[config.mk]
export PLATFORM = sky130hd
export DESIGN_NAME = btgm_lane
export DESIGN_NICKNAME = d
export VERILOG_FILES = /design/src/rtl/core/btgm_pkg.sv /design/src/rtl/core/btgm_lane.sv
export SDC_FILE = /design/constraint.sdc
export NUM_CORES = 2
export LEC_CHECK = 0
export BUFFER_PORTS_ARGS = -buffer_cell sky130_fd_sc_hd__buf_2
export CORE_UTILIZATION = 53
export CTS_CLUSTER_DIAMETER = 80
export CTS_CLUSTER_SIZE = 8
export DETAILED_ROUTE_END_ITERATION = 8
export PLACE_DENSITY = 0.74
export SLEW_MARGIN = 10
export SYNTH_ARGS = -nofsm -noshare
export SYNTH_HDL_FRONTEND = slang
export SYNTH_SLANG_ARGS = --single-unit
export TNS_END_PERCENT = 5
[constraint.sdc]
create_clock -name clk_i -period 7.2 [get_ports clk_i]
set_input_delay 0.72 -clock clk_i [delete_from_list [all_inputs] [get_ports clk_i]]
set_output_delay 0.72 -clock clk_i [all_outputs]
set_load 0.05 [all_outputs]
[src/rtl/core/btgm_pkg.sv]
package btgm_pkg;

  localparam int unsigned Channels          = 3;
  localparam int unsigned PixW              = 8;
  localparam int unsigned AccW              = 28;
  localparam int unsigned TermW             = 2 * AccW;
  localparam int unsigned ScoreW            = 58;
  localparam int unsigned IdxW              = 11;
  localparam int unsigned GainW             = 16;
  localparam int unsigned MaxTilesDefault   = 1024;
  localparam int unsigned GainFracDefault   = 8;

  localparam logic [AccW-1:0]   AccMax    = {AccW{1'b1}};
  localparam logic [ScoreW-1:0] ScoreOnes = {ScoreW{1'b1}};
  localparam logic [GainW-1:0]  GainMax   = {GainW{1'b1}};

  typedef enum logic [2:0] {
    S_ACC,
    S_MUL,
    S_SUM,
    S_CMP,
    S_DLD,
    S_DIV,
    S_OUT
  } state_e;

  // lane control, driven by the top-level sequencer
  typedef struct packed {
    logic acc_en;
    logic tile_clr;
    logic mul_en;
    logic term_en;
    logic set_clr;
    logic div_load;
    logic div_step;
  } ctrl_t;

endpackage

[src/rtl/core/btgm_lane.sv]
module btgm_lane #(
  parameter int unsigned GAIN_FRAC_BITS = btgm_pkg::GainFracDefault
) (
  input  logic                          clk_i,
  input  logic                          rst_ni,
  input  btgm_pkg::ctrl_t               ctrl_i,
  input  logic                          capture_i,
  input  logic [btgm_pkg::PixW-1:0]     target_i,
  input  logic [btgm_pkg::PixW-1:0]     tile_i,
  output logic [btgm_pkg::TermW-1:0]    term_o,
  output logic [btgm_pkg::GainW-1:0]    gain_o,
  output logic                          sat_o
);
  import btgm_pkg::*;

  localparam int unsigned DvdW = AccW + GAIN_FRAC_BITS;

  logic [AccW-1:0] te_q, pe_q, x_q;
  logic [AccW-1:0] te_d, pe_d, x_d;
  logic [AccW-1:0] bte_q, bx_q;
  logic [TermW-1:0] a_q, b_q, term_q;
  logic [AccW-1:0] rem_q;
  logic [DvdW-1:0] dvd_q, quo_q;
  logic [AccW:0]   rem_sh;
  logic            qbit;

  function automatic logic [AccW-1:0] sat_add(logic [AccW-1:0] acc, logic [2*PixW-1:0] v);
    logic [AccW:0] s;
    s = {1'b0, acc} + (AccW+1)'(v);
    return s[AccW] ? AccMax : s[AccW-1:0];
  endfunction

  always_comb begin
    te_d = sat_add(te_q, target_i * target_i);
    pe_d = sat_add(pe_q, tile_i * tile_i);
    x_d  = sat_add(x_q, target_i * tile_i);
  end

  always_ff @(posedge clk_i or negedge rst_ni) begin
    if (!rst_ni) begin
      te_q  <= '0;
      pe_q  <= '0;
      x_q   <= '0;
      bte_q <= '0;
      bx_q  <= '0;
    end else begin
      if (ctrl_i.tile_clr) begin
        te_q <= '0;
        pe_q <= '0;
        x_q  <= '0;
      end else if (ctrl_i.acc_en) begin
        te_q <= te_d;
        pe_q <= pe_d;
        x_q  <= x_d;
      end
      if (ctrl_i.set_clr) begin
        bte_q <= '0;
        bx_q  <= '0;
      end else if (capture_i) begin
        bte_q <= pe_q;
        bx_q  <= x_q;
      end
    end
  end

  // score term: te*pe - x^2, floored at zero
  always_ff @(posedge clk_i) begin
    if (ctrl_i.mul_en) begin
      a_q <= te_q * pe_q;
      b_q <= x_q * x_q;
    end
    if (ctrl_i.term_en) begin
      term_q <= (a_q > b_q) ? (a_q - b_q) : '0;
    end
  end

  // restoring divider, one quotient bit a cycle; zero divisor yields all ones
  assign rem_sh = {rem_q, dvd_q[DvdW-1]};
  assign qbit   = (rem_sh >= {1'b0, bte_q});

  always_ff @(posedge clk_i) begin
    if (ctrl_i.div_load) begin
      rem_q <= '0;
      dvd_q <= DvdW'(bx_q) << GAIN_FRAC_BITS;
      quo_q <= '0;
    end else if (ctrl_i.div_step) begin
      rem_q <= qbit ? AccW'(rem_sh - {1'b0, bte_q}) : rem_sh[AccW-1:0];
      dvd_q <= {dvd_q[DvdW-2:0], 1'b0};
      quo_q <= {quo_q[DvdW-2:0], qbit};
    end
  end

  assign sat_o  = (quo_q[DvdW-1:GainW] != '0);
  assign gain_o = sat_o ? GainMax : quo_q[GainW-1:0];
  assign term_o = term_q;

endmodule

==> flow_metrics.tcl <==
set metrics [dict create \
    slew_violations 0 \
    drt_iter0_markers 4110 \
    ys_warn_count 0 \
    worstSkewPairLatency_ns 0.68 \
    grt_pass1_vias 59340 \
    leakagePower_nw 42.8 \
    die_area_sq_mm 0.143 \
    grt_usage 0.286 \
    ys_top_cells_by_count "inv_1, fa_1, nand2_1" \
    start_util 0.536 \
    period_needed_ns 7.11 \
    yosysUniqueCellTypes 103 \
    stdcell_area_sq_mm 0.0830 \
    hold_path.class "input pin to asynchronous set/reset pin" \
    syn_inst 8099 \
    whs_ns 0.0985 \
    synth_nets 10165 \
    die_x_microns 378 \
    drc 0 \
    area_growth_pct 10.7 \
    multiInputGateArea_sq_mm 0.0563 \
    yosys_register_bits 399 \
    synth.avg_cell_area_sq_um 9.25 \
    cts_buffers 59 \
    register_area_sq_mm 0.0107 \
    async_flop_share 0.351 \
    status "completed" \
    cts_num_sinks 399 \
    fmax_ghz 0.141 \
    total_power_mw 28.7 \
    worst-setup-path-type "register to register" \
    clk_pin_slew_ns 0.06 \
    dpl-instance-area_sq_mm 0.0796 \
    synth_area_leaders "fa_1, ha_1, inv_1" \
    boundaryPins 99 \
    gp_congestion 0.966 \
    r2r-start "pe_q[10]" \
    cp_max_fo 12 \
    instances_no_fill 10278 \
    synthFlopType "edfxtp_1" \
    grt_pass1_wl_microns 319000 \
    crit_start "pe_q[10]" \
    postRouteAntennaNets 0 \
    max_cap_viol_count 0 \
    post-synth-top-count-cell "inv_1" \
    hold_viol 0 \
    fin_skew_ns 0.0248 \
    crit_required_ns 7.60 \
    rows 137 \
    grt_start_max_net_pins 84 \
    post-route-period-util 0.987 \
    worst_pin_slew_ns 1.22 \
    num_vias 56083 \
    yosys.area.top_type "fa_1" \
    cts-htree-levels 2 \
    overflow 0 \
    ir_worst_vdd_uv 478 \
    drive_gt1_frac 0.112 \
    synth_top_area_frac 0.375 \
    core_area_sq_mm 0.140 \
    num-fill-cells 11851 \
    powerDensity_mw_per_mm2 346 \
    clock_path_buffers 3 \
    routed_wl_microns 203000 \
    synth_area_sq_mm 0.0749 \
    place_inst 10107 \
    cp-end-kind "register" \
    avgViaCountPerCell 5.46 \
    dr.pass1.iters 8 \
    final_nets 10419 \
    critPathLaunchType "register" \
    place.port_buffers 98 \
    seq_area_frac_synth 0.142 \
    hpwl_microns 167000 \
    worstPathArrival_ns 7.51 \
    slew_headroom 0.185 \
    cts_root_buf "clkbuf_16" \
    fp.dieH_microns 378 \
    cts_tree "built" \
    avgRoutedWirePerCell_microns 19.7 \
    finalSetupViolCount 0 \
    synth-edff-count 195 \
    rsz0062_at_grt "true" \
    antenna_found_initial 14 \
]
-- worst max-delay path: stages (launching register included) --
cell and delay [ns]:
dfrtp_4 0.55, buf_12 0.17, buf_4 0.18, and2_1 0.19, fa_1 0.50, fa_1 0.51, inv_1 0.04, fa_1 0.47
fa_1 0.57, inv_1 0.07, fa_1 0.49, fa_1 0.49, inv_1 0.05, fa_1 0.47, inv_1 0.04, ha_2 0.38
nand4_1 0.16, o22ai_1 0.26, nor2_1 0.13, o31ai_2 0.27, a21oi_2 0.10, nor4_4 0.22, o41ai_2 0.09, buf_4 0.15
o21ai_1 0.17, xor2_1 0.09
-- placed cells by master (no fill, tap or decap), drive strengths merged, types with 24 or more instances in the layout --
| cell | n |
|---|---|
| a21o | 108 |
| dfxtp | 64 |
| mux2 | 29 |
| dfrtp | 140 |
| or3 | 24 |
| nor2b | 36 |
| a311oi | 52 |
| a211oi | 60 |
| and3 | 35 |
| nand2b | 30 |
| nor3 | 45 |
| o21ai | 128 |
| nand2 | 784 |
| nand4 | 58 |
| nand3 | 53 |
| edfxtp | 195 |
| mux2i | 122 |
| xnor2 | 148 |
| fa | 1404 |
| buf | 589 |
| nor2 | 449 |
| and2 | 593 |
| a31oi | 37 |
| clkbuf | 106 |
| a21oi | 253 |
| o21a | 25 |
| o21bai | 39 |
| inv | 1876 |
| xor2 | 81 |
| ha | 636 |
-- state kept, by name, summed over array words and instances, names as in the netlist --
register  cells
a_q          56
term_o       56
b_q          55
quo_q        36
bte_q        28
bx_q         28
dvd_q        28
pe_q         28
rem_q        28
te_q         28
x_q          28
-- power by group --
part	leakage, nW	total, mW	internal (mW)	switching, mW
Sequential	4.36	3.71	3.31	0.399
Clock	0.866	2.70	1.62	1.08
Combinational	37.6	22.3	9.19	13.1
-- what timing repair did --
| item | in CTS | in global routing |
|---|---|---|
| gates resized for setup | 44 | 227 |
| setup buffers | 1 | 58 |
| setup endpoints to repair | 23 | 44 |
| gates cloned | 0 | 2 |
| pin swaps | 3 | 84 |
| hold buffers | 0 | 0 |
-- per-stage QoR --
stage	setup slack (ns)	setup TNS (ns)	utilization
finish	0.0910	0	0.593
global route	-0.107	-0.804	0.593
CTS	-0.0794	-0.247	0.583
detailed placement	-0.455	-4.55	0.569
global placement	-0.374	-3.25	0.569
floorplan	0.00276	0	-
-- cell families (layout without fill, tap and decap cells) --
| group | Yosys count | in the layout | synth area share |
|---|---|---|---|
| buffers and inverters | 2283 | 2585 | 0.116 |
| AND/OR/NAND/NOR | 2165 | 2165 | 0.139 |
| adder cells (fa/ha/maj) | 2040 | 2040 | 0.481 |
| AO/OA/AOI/OAI | 832 | 832 | 0.0744 |
| flip-flops | 399 | 399 | 0.142 |
| XOR/XNOR | 229 | 229 | 0.0268 |
| multiplexers | 151 | 151 | 0.0207 |
| other | 0 | 1 | 0 |
-- layout make-up --
| cell class | instances | area share |
|---|---|---|
| antenna | 1 | 0.0000302 |
| clock buffer | 102 | 0.0205 |
| tap | 1876 | 0.0283 |
| multi-input combinational | 5417 | 0.679 |
| sequential | 399 | 0.129 |
| inverter | 1883 | 0.0853 |
| timing repair buffer | 593 | 0.0570 |
| clock inverter | 7 | 0.00133 |
-- worst paths after layout --
check	end	slack [ns]	cells after the start
min in group clk_i	pe_q[10]	0.25	2
worst min-delay path	bte_q[1]	0.1	1
worst max-delay path	a_q[52]	0.09	25
worst max register to register	a_q[52]	0.09	25
worst min register to register	rem_q[9]	0.49	2
max in group asynchronous	pe_q[19]	5.61	2
-- per-layer routing --
metal	GRT usage	share of wire
met5	0	0.00029
met4	0.0865	0.034
met1	0.379	0.41
met3	0.0631	0.091
met2	0.468	0.46
No activity file was read; power rests on OpenSTA's default activity.
