[src/rtl/core/btgm_pkg.sv]
package btgm_pkg;

  localparam int unsigned Channels          = 3;
  localparam int unsigned PixW              = 8;
  localparam int unsigned AccW              = 28;
  localparam int unsigned TermW             = 2 * AccW;
  localparam int unsigned ScoreW            = 58;
  localparam int unsigned IdxW              = 11;
  localparam int unsigned GainW             = 16;
  localparam int unsigned MaxTilesDefault   = 1024;
  localparam int unsigned GainFracDefault   = 8;

  localparam logic [AccW-1:0]   AccMax    = {AccW{1'b1}};
  localparam logic [ScoreW-1:0] ScoreOnes = {ScoreW{1'b1}};
  localparam logic [GainW-1:0]  GainMax   = {GainW{1'b1}};

  typedef enum logic [2:0] {
    S_ACC,
    S_MUL,
    S_SUM,
    S_CMP,
    S_DLD,
    S_DIV,
    S_OUT
  } state_e;

  // lane control, driven by the top-level sequencer
  typedef struct packed {
    logic acc_en;
    logic tile_clr;
    logic mul_en;
    logic term_en;
    logic set_clr;
    logic div_load;
    logic div_step;
  } ctrl_t;

endpackage

[src/rtl/core/btgm_merge.sv]
module btgm_merge #(
  parameter int unsigned MAX_TILES = btgm_pkg::MaxTilesDefault
) (
  input  logic                                          clk_i,
  input  logic                                          rst_ni,
  input  logic                                          merge_en_i,
  input  logic                                          set_clr_i,
  input  logic [btgm_pkg::Channels-1:0][btgm_pkg::TermW-1:0] term_i,
  output logic                                          capture_o,
  output logic [btgm_pkg::ScoreW-1:0]                   best_score_o,
  output logic [btgm_pkg::IdxW-1:0]                     best_index_o,
  output logic [btgm_pkg::IdxW-1:0]                     tile_cnt_o
);
  import btgm_pkg::*;

  logic [ScoreW-1:0] best_q, score;
  logic [IdxW-1:0]   cnt_q, idx_q;
  logic              scored;

  assign score     = ScoreW'(term_i[0]) + ScoreW'(term_i[1]) + ScoreW'(term_i[2]);
  assign scored    = (cnt_q < IdxW'(MAX_TILES));
  assign capture_o = merge_en_i && scored && (score < best_q);

  always_ff @(posedge clk_i or negedge rst_ni) begin
    if (!rst_ni) begin
      best_q <= ScoreOnes;
      cnt_q  <= '0;
      idx_q  <= '0;
    end else if (set_clr_i) begin
      best_q <= ScoreOnes;
      cnt_q  <= '0;
      idx_q  <= '0;
    end else if (merge_en_i && scored) begin
      cnt_q <= cnt_q + 1'b1;
      if (capture_o) begin
        best_q <= score;
        idx_q  <= cnt_q + 1'b1;
      end
    end
  end

  assign best_score_o = best_q;
  assign best_index_o = idx_q;
  assign tile_cnt_o   = cnt_q;

endmodule

[config.mk]
export PLATFORM = sky130hd
export DESIGN_NAME = btgm_merge
export DESIGN_NICKNAME = d
export VERILOG_FILES = /design/src/rtl/core/btgm_pkg.sv /design/src/rtl/core/btgm_merge.sv
export SDC_FILE = /design/constraint.sdc
export NUM_CORES = 1
export LEC_CHECK = 0
export BUFFER_PORTS_ARGS = -buffer_cell sky130_fd_sc_hd__buf_2
export CORE_MARGIN = 2
export CORE_UTILIZATION = 40
export DETAILED_ROUTE_END_ITERATION = 8
export GPL_ROUTABILITY_DRIVEN = 0
export GPL_TIMING_DRIVEN = 0
export MAX_ROUTING_LAYER = met4
export PLACE_DENSITY = 0.65
export SLEW_MARGIN = 40
export SYNTH_ARGS = -nofsm -noshare
export SYNTH_HDL_FRONTEND = slang
export SYNTH_SLANG_ARGS = --single-unit
[constraint.sdc]
create_clock -name clk_i -period 6.4 [get_ports clk_i]
set_clock_uncertainty 0.1 [all_clocks]
set_input_delay 0.32 -clock clk_i [delete_from_list [all_inputs] [get_ports clk_i]]
set_output_delay 0.32 -clock clk_i [all_outputs]
set_load 0.03 [all_outputs]
==> impl_metrics.tcl, run 1 <==
set metrics [dict create \
    chipWidth_um 156 \
    critPathArrivalTime_ns 5.54 \
    dr.pass1.iters 5 \
    status "completed" \
    cts-root-buf "clkbuf_16" \
    crit_type "primary input to output port" \
    regArea_mm2 0.00207 \
    r2r-end "best_index_o[0]" \
    power_switching_w 0.00221 \
    rsz0062_at_grt "no" \
    min_path_type "primary input to register" \
    multiInputGateArea_mm2 0.00674 \
    clock_path_buffers 2 \
    grt_overflow_total 0 \
    die_h_um 156 \
    avgViaCountPerCell 5.39 \
    drv_slew 0 \
    drv_cap 0 \
    drtIter0Drc 380 \
    crit_required_ns 5.98 \
    wl_per_cell_um 16.4 \
    reg2reg_from "best_score_o[7]" \
    synth_async_sr_flop_share 1.00 \
    fin_cells 1589 \
    final_area_mm2 0.0113 \
    area_delta_synth_final_pct 22.9 \
    clk_pin_slew_ns 0.06 \
    avgSynthCellArea_um2 8.94 \
    peakVddDrop_mv 0.187 \
    netlist_instances 1030 \
    synth.yosys.warnings 0 \
    setup_viol 0 \
    period_share 0.932 \
    antennaDiodeCount 0 \
    ys_ff_latch 80 \
    grt_use_total 0.220 \
    drive_above_1_share 0.288 \
    port_buffers 252 \
    grt_max_degree 42 \
    r2r_slack_ns 2.91 \
    worstSetupStartpointType "primary input" \
    clk_latency_ns 0.35 \
    synth_cell_types 72 \
    synth_nets 1372 \
    cts_sinks 80 \
    final_antenna_net_count 0 \
    drt_wl_total_mm 26.0 \
    pre_cts_ws_ns -0.717 \
    min_period_ns 5.96 \
    pin_count 253 \
    synth_area_leaders "dfstp_2 17%, ha_1 15%, fa_1 12%" \
    clockPowerShare 0.121 \
    vias 8567 \
    sw_frac_of_total 0.500 \
    p_leak_nw 5.76 \
    dpl_cell_area_mm2 0.0109 \
    syn-cell-area_mm2 0.00921 \
    core_region_area_mm2 0.0226 \
    cp_slowest_cell "fa_1" \
    hold_viol 0 \
    p_int_w 0.00221 \
    p_per_area_mw_per_mm2 391 \
    holdPathEnd "tile_cnt_o[10]" \
    fillerInstances 2208 \
    yosysTopAreaCellShare 0.165 \
    cp_slowest_stage_delay_ns 0.56 \
    start_util 0.407 \
    worst_slack_ns 0.438 \
    dieArea_mm2 0.0243 \
    numCtsBuffers 9 \
    grt_pass1_vias 8389 \
    yosys.area.top_type "dfstp_2" \
    yosysMostFrequentCell "ha_1" \
    hpwlAfterDp_mm 21.5 \
    ys.flop_type "dfstp_2" \
    antenna_found_initial 0 \
    hold_depth 3 \
    power.share.sequential 0.207 \
    max-slew-margin-rel 0.558 \
    synth_edf_count 0 \
    row_count 55 \
    p_comb_frac 0.672 \
    ys_seq_area_frac 0.225 \
    max_freq_ghz 0.168 \
    cts_tree "built" \
    grt_pass1_wl_mm 41.5 \
    worst_slew_pin_slew_ns 0.664 \
    cts_max_level 3 \
    hp-start "merge_en_i" \
    r2r_cells 14 \
    worstPathCellList "buf_2, fa_1, ha_1, inv_1, fa_1, nor2b_2, o31ai_4, a311oi_2, o2111ai_1, o211a_1, o41a_1, a41oi_2, xor2_2, ha_1, nand4_1, nor4_4, o21ai_1, o2111ai_1, a21oi_1, a21oi_4, clkinvlp_4, clkbuf_4, buf_2" \
    synth_common_cells "113 x ha_1, 97 x nand2_1, 84 x a21oi_1, 81 x inv_1, 65 x nor2_1" \
    dp.cells 1568 \
    drc_errors 0 \
    end_kind "output port" \
    fin_util 0.500 \
    nNetsFinal 1643 \
    cp_max_fo 10 \
]
==> routing by layer <==
| layer | track usage | vias up | routed length, um |
|---|---|---|---|
| met1 | 0.288 | 4073 | 12100 |
| li1 | - | 4218 | - |
| met3 | 0.0392 | 25 | 1380 |
| met5 | - | - | 0 |
| met2 | 0.358 | 251 | 12200 |
| met4 | 0.0441 | 0 | 347 |
==> cell type report <==
cell class / count / area share
Buffer: 44 / 0.0159
Clock buffer: 13 / 0.0259
Clock inverter: 1 / 0.000774
Inverter: 83 / 0.0279
Multi-Input combinational cell: 822 / 0.595
Sequential cell: 80 / 0.183
Tap cell: 285 / 0.0315
Timing Repair Buffer: 261 / 0.119
==> how the worst max path moves through the flow <==
stage	from	slack [ns]	to	cells past startpoint
2_1_floorplan	term_i[1]	1.10	capture_o	22
3_3_place_gp	term_i[1]	-0.64	capture_o	24
3_5_place_dp	term_i[1]	-0.72	capture_o	24
4_1_cts	term_i[1]	0.03	capture_o	26
5_1_grt	term_i[1]	0.14	capture_o	23
6_report	term_i[1]	0.44	capture_o	23
==> layout by cell type, fill, tap and decap left out, drive strengths merged, types with 11 or more instances in the layout <==
cell / n
nand3: 15
dfstp: 58
a21oi: 87
xnor2: 35
o21ai: 43
nor2: 65
clkbuf: 45
nand4: 32
mux2i: 16
o211ai: 49
xor2: 28
dfrtp: 22
nor2b: 13
nand2: 98
fa: 57
a21o: 49
inv: 81
buf: 272
o21a: 11
ha: 113
o21bai: 12
==> cell families (layout without fill, tap and decap cells) <==
| group | Yosys count | after routing | synth area share |
|---|---|---|---|
| muxes | 17 | 17 | 0.0186 |
| adders and majority gates | 170 | 170 | 0.277 |
| xor gates and xnor gates | 63 | 63 | 0.0599 |
| DFF | 80 | 80 | 0.225 |
| and+or+nand+nor | 262 | 262 | 0.133 |
| buffers and inverters | 128 | 402 | 0.0537 |
| AOI/OAI and AO/OA | 310 | 310 | 0.232 |
==> state kept, by name (all words and copies together), names as in the netlist <==
| signal | cells |
|---|---|
| best_score_o | 58 |
| best_index_o | 11 |
| tile_cnt_o | 11 |
==> metrics by stage <==
step	power, W	TNS [ns]	hold WS (ns)
2_1_floorplan	0.00300	0	-0.0756
3_3_place_gp	0.00377	-28.38	0.395
3_5_place_dp	0.00381	-34.11	0.172
4_1_cts	0.00439	0	0.121
5_1_grt	0.00481	0	0.149
6_report	0.00443	0	0.135
==> critical path, delay by kind of cell <==
kind | cells | cell delay [ns]
AOI/OAI and AO/OA | 10 | 2.24
adders and majority gates | 4 | 1.49
buffers and inverters | 5 | 0.74
and+or+nand+nor | 3 | 0.60
xor gates and xnor gates | 1 | 0.13
==> power groups by stage <==
stage                     Sequential (W)  Clock (W)  Combinational (W)
after floorplan                  0.00130          0            0.00170
after global placement          0.000921          0            0.00285
after detailed placement        0.000924          0            0.00288
after CTS                       0.000917   0.000548            0.00292
after global routing            0.000942   0.000569            0.00330
final                           0.000917   0.000537            0.00297
==> timing repair <==
item,4_1_cts,5_1_grt
pin swaps,2,3
setup buffers,1,6
gates cloned,0,0
setup endpoints to repair,65,1
hold buffers,1,0
hold endpoints to repair,12,0
resized for setup,8,12
Power figures use the tool's default switching activity.
==> inputs of run 2 (changes only) <==
ABC_AREA = 1   (was default)
BUFFER_PORTS_ARGS = default   (was -buffer_cell sky130_fd_sc_hd__buf_2)
DONT_BUFFER_PORTS = 1   (was default)
PLACE_DENSITY = 0.55   (was 0.65)
==> impl_metrics.tcl, run 2 <==
set metrics [dict create \
    numCtsBuffers 9 \
    synth_edf_count 0 \
    avgSynthCellArea_um2 6.11 \
    largest_reg_flops 58 \
    final_antenna_net_count 0 \
    chipWidth_um 171 \
    vias 10400 \
    fin_util 0.433 \
    hold_viol 0 \
    drt_wl_total_mm 31.4 \
    max_freq_ghz 0.218 \
    drc_errors 0 \
    nNetsFinal 2188 \
    synth_area_leaders "nand2_1 22%, inv_1 14%, dfstp_2 14%" \
    start_util 0.404 \
    drtIter0Drc 496 \
    status "completed" \
    yosysTopAreaCellShare 0.220 \
    avgViaCountPerCell 4.68 \
    final_common_cell "nand2_1" \
    crit_type "primary input to output port" \
    fin_cells 2229 \
    cp_slowest_stage_delay_ns 0.53 \
    fillerInstances 3008 \
    synth_cell_types 33 \
    syn-cell-area_mm2 0.0112 \
    pre_cts_ws_ns 1.81 \
    cts-root-buf "clkbuf_16" \
    critPathArrivalTime_ns 4.16 \
    ys_ff_latch 80 \
    cp_max_fo 10 \
    yosys.area.top_type "nand2_1" \
    wl_per_cell_um 14.1 \
    clk_pin_slew_ns 0.06 \
    worst_slew_pin_slew_ns 0.534 \
    row_count 61 \
    worstSetupStartpointType "primary input" \
    cts_max_level 3 \
    multiInputGateArea_mm2 0.00739 \
    pin_count 253 \
    period_share 0.716 \
    drv_slew 0 \
    min_path_type "primary input to register" \
    cp_slowest_cell "fa_1" \
    setup_tns_ns 0 \
    setup_viol 0 \
    die_h_um 171 \
    grt_use_total 0.222 \
    end_kind "output port" \
    min_period_ns 4.58 \
    dp.cells 2211 \
    clock_path_buffers 2 \
    netlist_instances 1833 \
    max-slew-margin-rel 0.644 \
    antenna_found_initial 0 \
    p_per_area_mw_per_mm2 277 \
    dieArea_mm2 0.0294 \
    antennaDiodeCount 0 \
    critPathMostFrequentCell "nand2_1" \
    hpwlAfterDp_mm 27.5 \
    rsz0062_at_grt "no" \
    grt_pass1_wl_mm 49.4 \
    cts_sinks 80 \
    synth_async_sr_flop_share 1.00 \
    cts_tree "built" \
    yosysMostFrequentCell "nand2_1" \
    peakVddDrop_mv 0.133 \
    core_region_area_mm2 0.0277 \
    mostFrequentLayoutCells "655 x nand2_1, 426 x inv_1, 200 x nor2_1, 113 x ha_1, 82 x a21oi_1" \
    synth_common_cells "655 x nand2_1, 426 x inv_1, 200 x nor2_1, 113 x ha_1, 82 x a21oi_1" \
    drv_cap 0 \
    grt_max_degree 81 \
    synth.yosys.warnings 0 \
    worst_slack_ns 1.82 \
    area_delta_synth_final_pct 7.07 \
    ys.flop_type "dfstp_2" \
    ys_seq_area_frac 0.185 \
    port_buffers 0 \
    synth_nets 2175 \
    grt_pass1_vias 9692 \
    crit_required_ns 5.98 \
    drive_above_1_share 0.0519 \
    clk_latency_ns 0.34 \
    grt_overflow_total 0 \
    dr.pass1.iters 5 \
    p_leak_nw 7.15 \
    regArea_mm2 0.00207 \
]
==> run 2: logic make-up (layout without fill, tap and decap cells) <==
group                      after synthesis  in the layout  synth area share
adders and majority gates              170            170             0.228
buffers and inverters                  445            463             0.155
xor gates and xnor gates                29             29            0.0227
and+or+nand+nor                        967            967             0.343
DFF                                     80             80             0.185
AOI/OAI and AO/OA                      142            142            0.0656
==> run 2: final cells by class <==
cell class | instances | area share
multi-input cells | 1308 | 0.616
clock buffers | 12 | 0.0197
repair buffers | 2 | 0.00313
well taps | 378 | 0.0394
inverters | 428 | 0.134
flip-flops and latches | 80 | 0.173
plain buffers | 17 | 0.0109
clock inverters | 4 | 0.00376
==> run 2: worst paths after layout <==
path / slack (ns) / cells after the start / to / start
max reg2reg: 3.71 / 13 / best_index_o[7] / best_score_o[9]
min reg2reg: 0.48 / 2 / best_score_o[53] / best_score_o[53]
min: 0.03 / 2 / tile_cnt_o[10] / merge_en_i
max: 1.82 / 25 / capture_o / term_i[1]
max in group asynchronous: 5.39 / 2 / best_score_o[39] / rst_ni
min in group asynchronous: 0.46 / 2 / best_index_o[7] / rst_ni
==> run 2: power by group <==
group	switching (W)	total, W	internal (W)
logic	0.00121	0.00185	0.000641
registers	0.000292	0.000964	0.000672
clock network	0.000207	0.000507	0.000301
==> run 2: per-stage QoR <==
stage               hold slack, ns  total power, W  instance area (um2)
floorplan                  -0.0756         0.00228                11200
detailed placement         -0.0685         0.00281                11700
finish                      0.0313         0.00333                12000
CTS                         0.0242         0.00335                12000
global placement           -0.0700         0.00279                11700
global route                0.0308         0.00368                12000
==> run 2: worst max-delay path: cells and delay by family <==
kind	cells	cell delay, ns
AOI/OAI and AO/OA	2	0.33
adders and majority gates	4	1.48
buffers and inverters	5	0.65
and+or+nand+nor	14	1.37
==> run 2: timing repair <==
item                      4_1_cts  5_1_grt
gates resized for setup         0        0
hold endpoints to repair       80        0
buffers inserted                0        0
hold buffers                    2        0
==> run 2: layer usage <==
metal  global-route usage  part of all wire  vias to the layer above
met1                0.303              0.49                     4605
met4               0.0571             0.020                        0
met5                    -                 0                        -
met3               0.0269             0.051                       39
li1                     -                 -                     5503
met2                0.350              0.43                      283
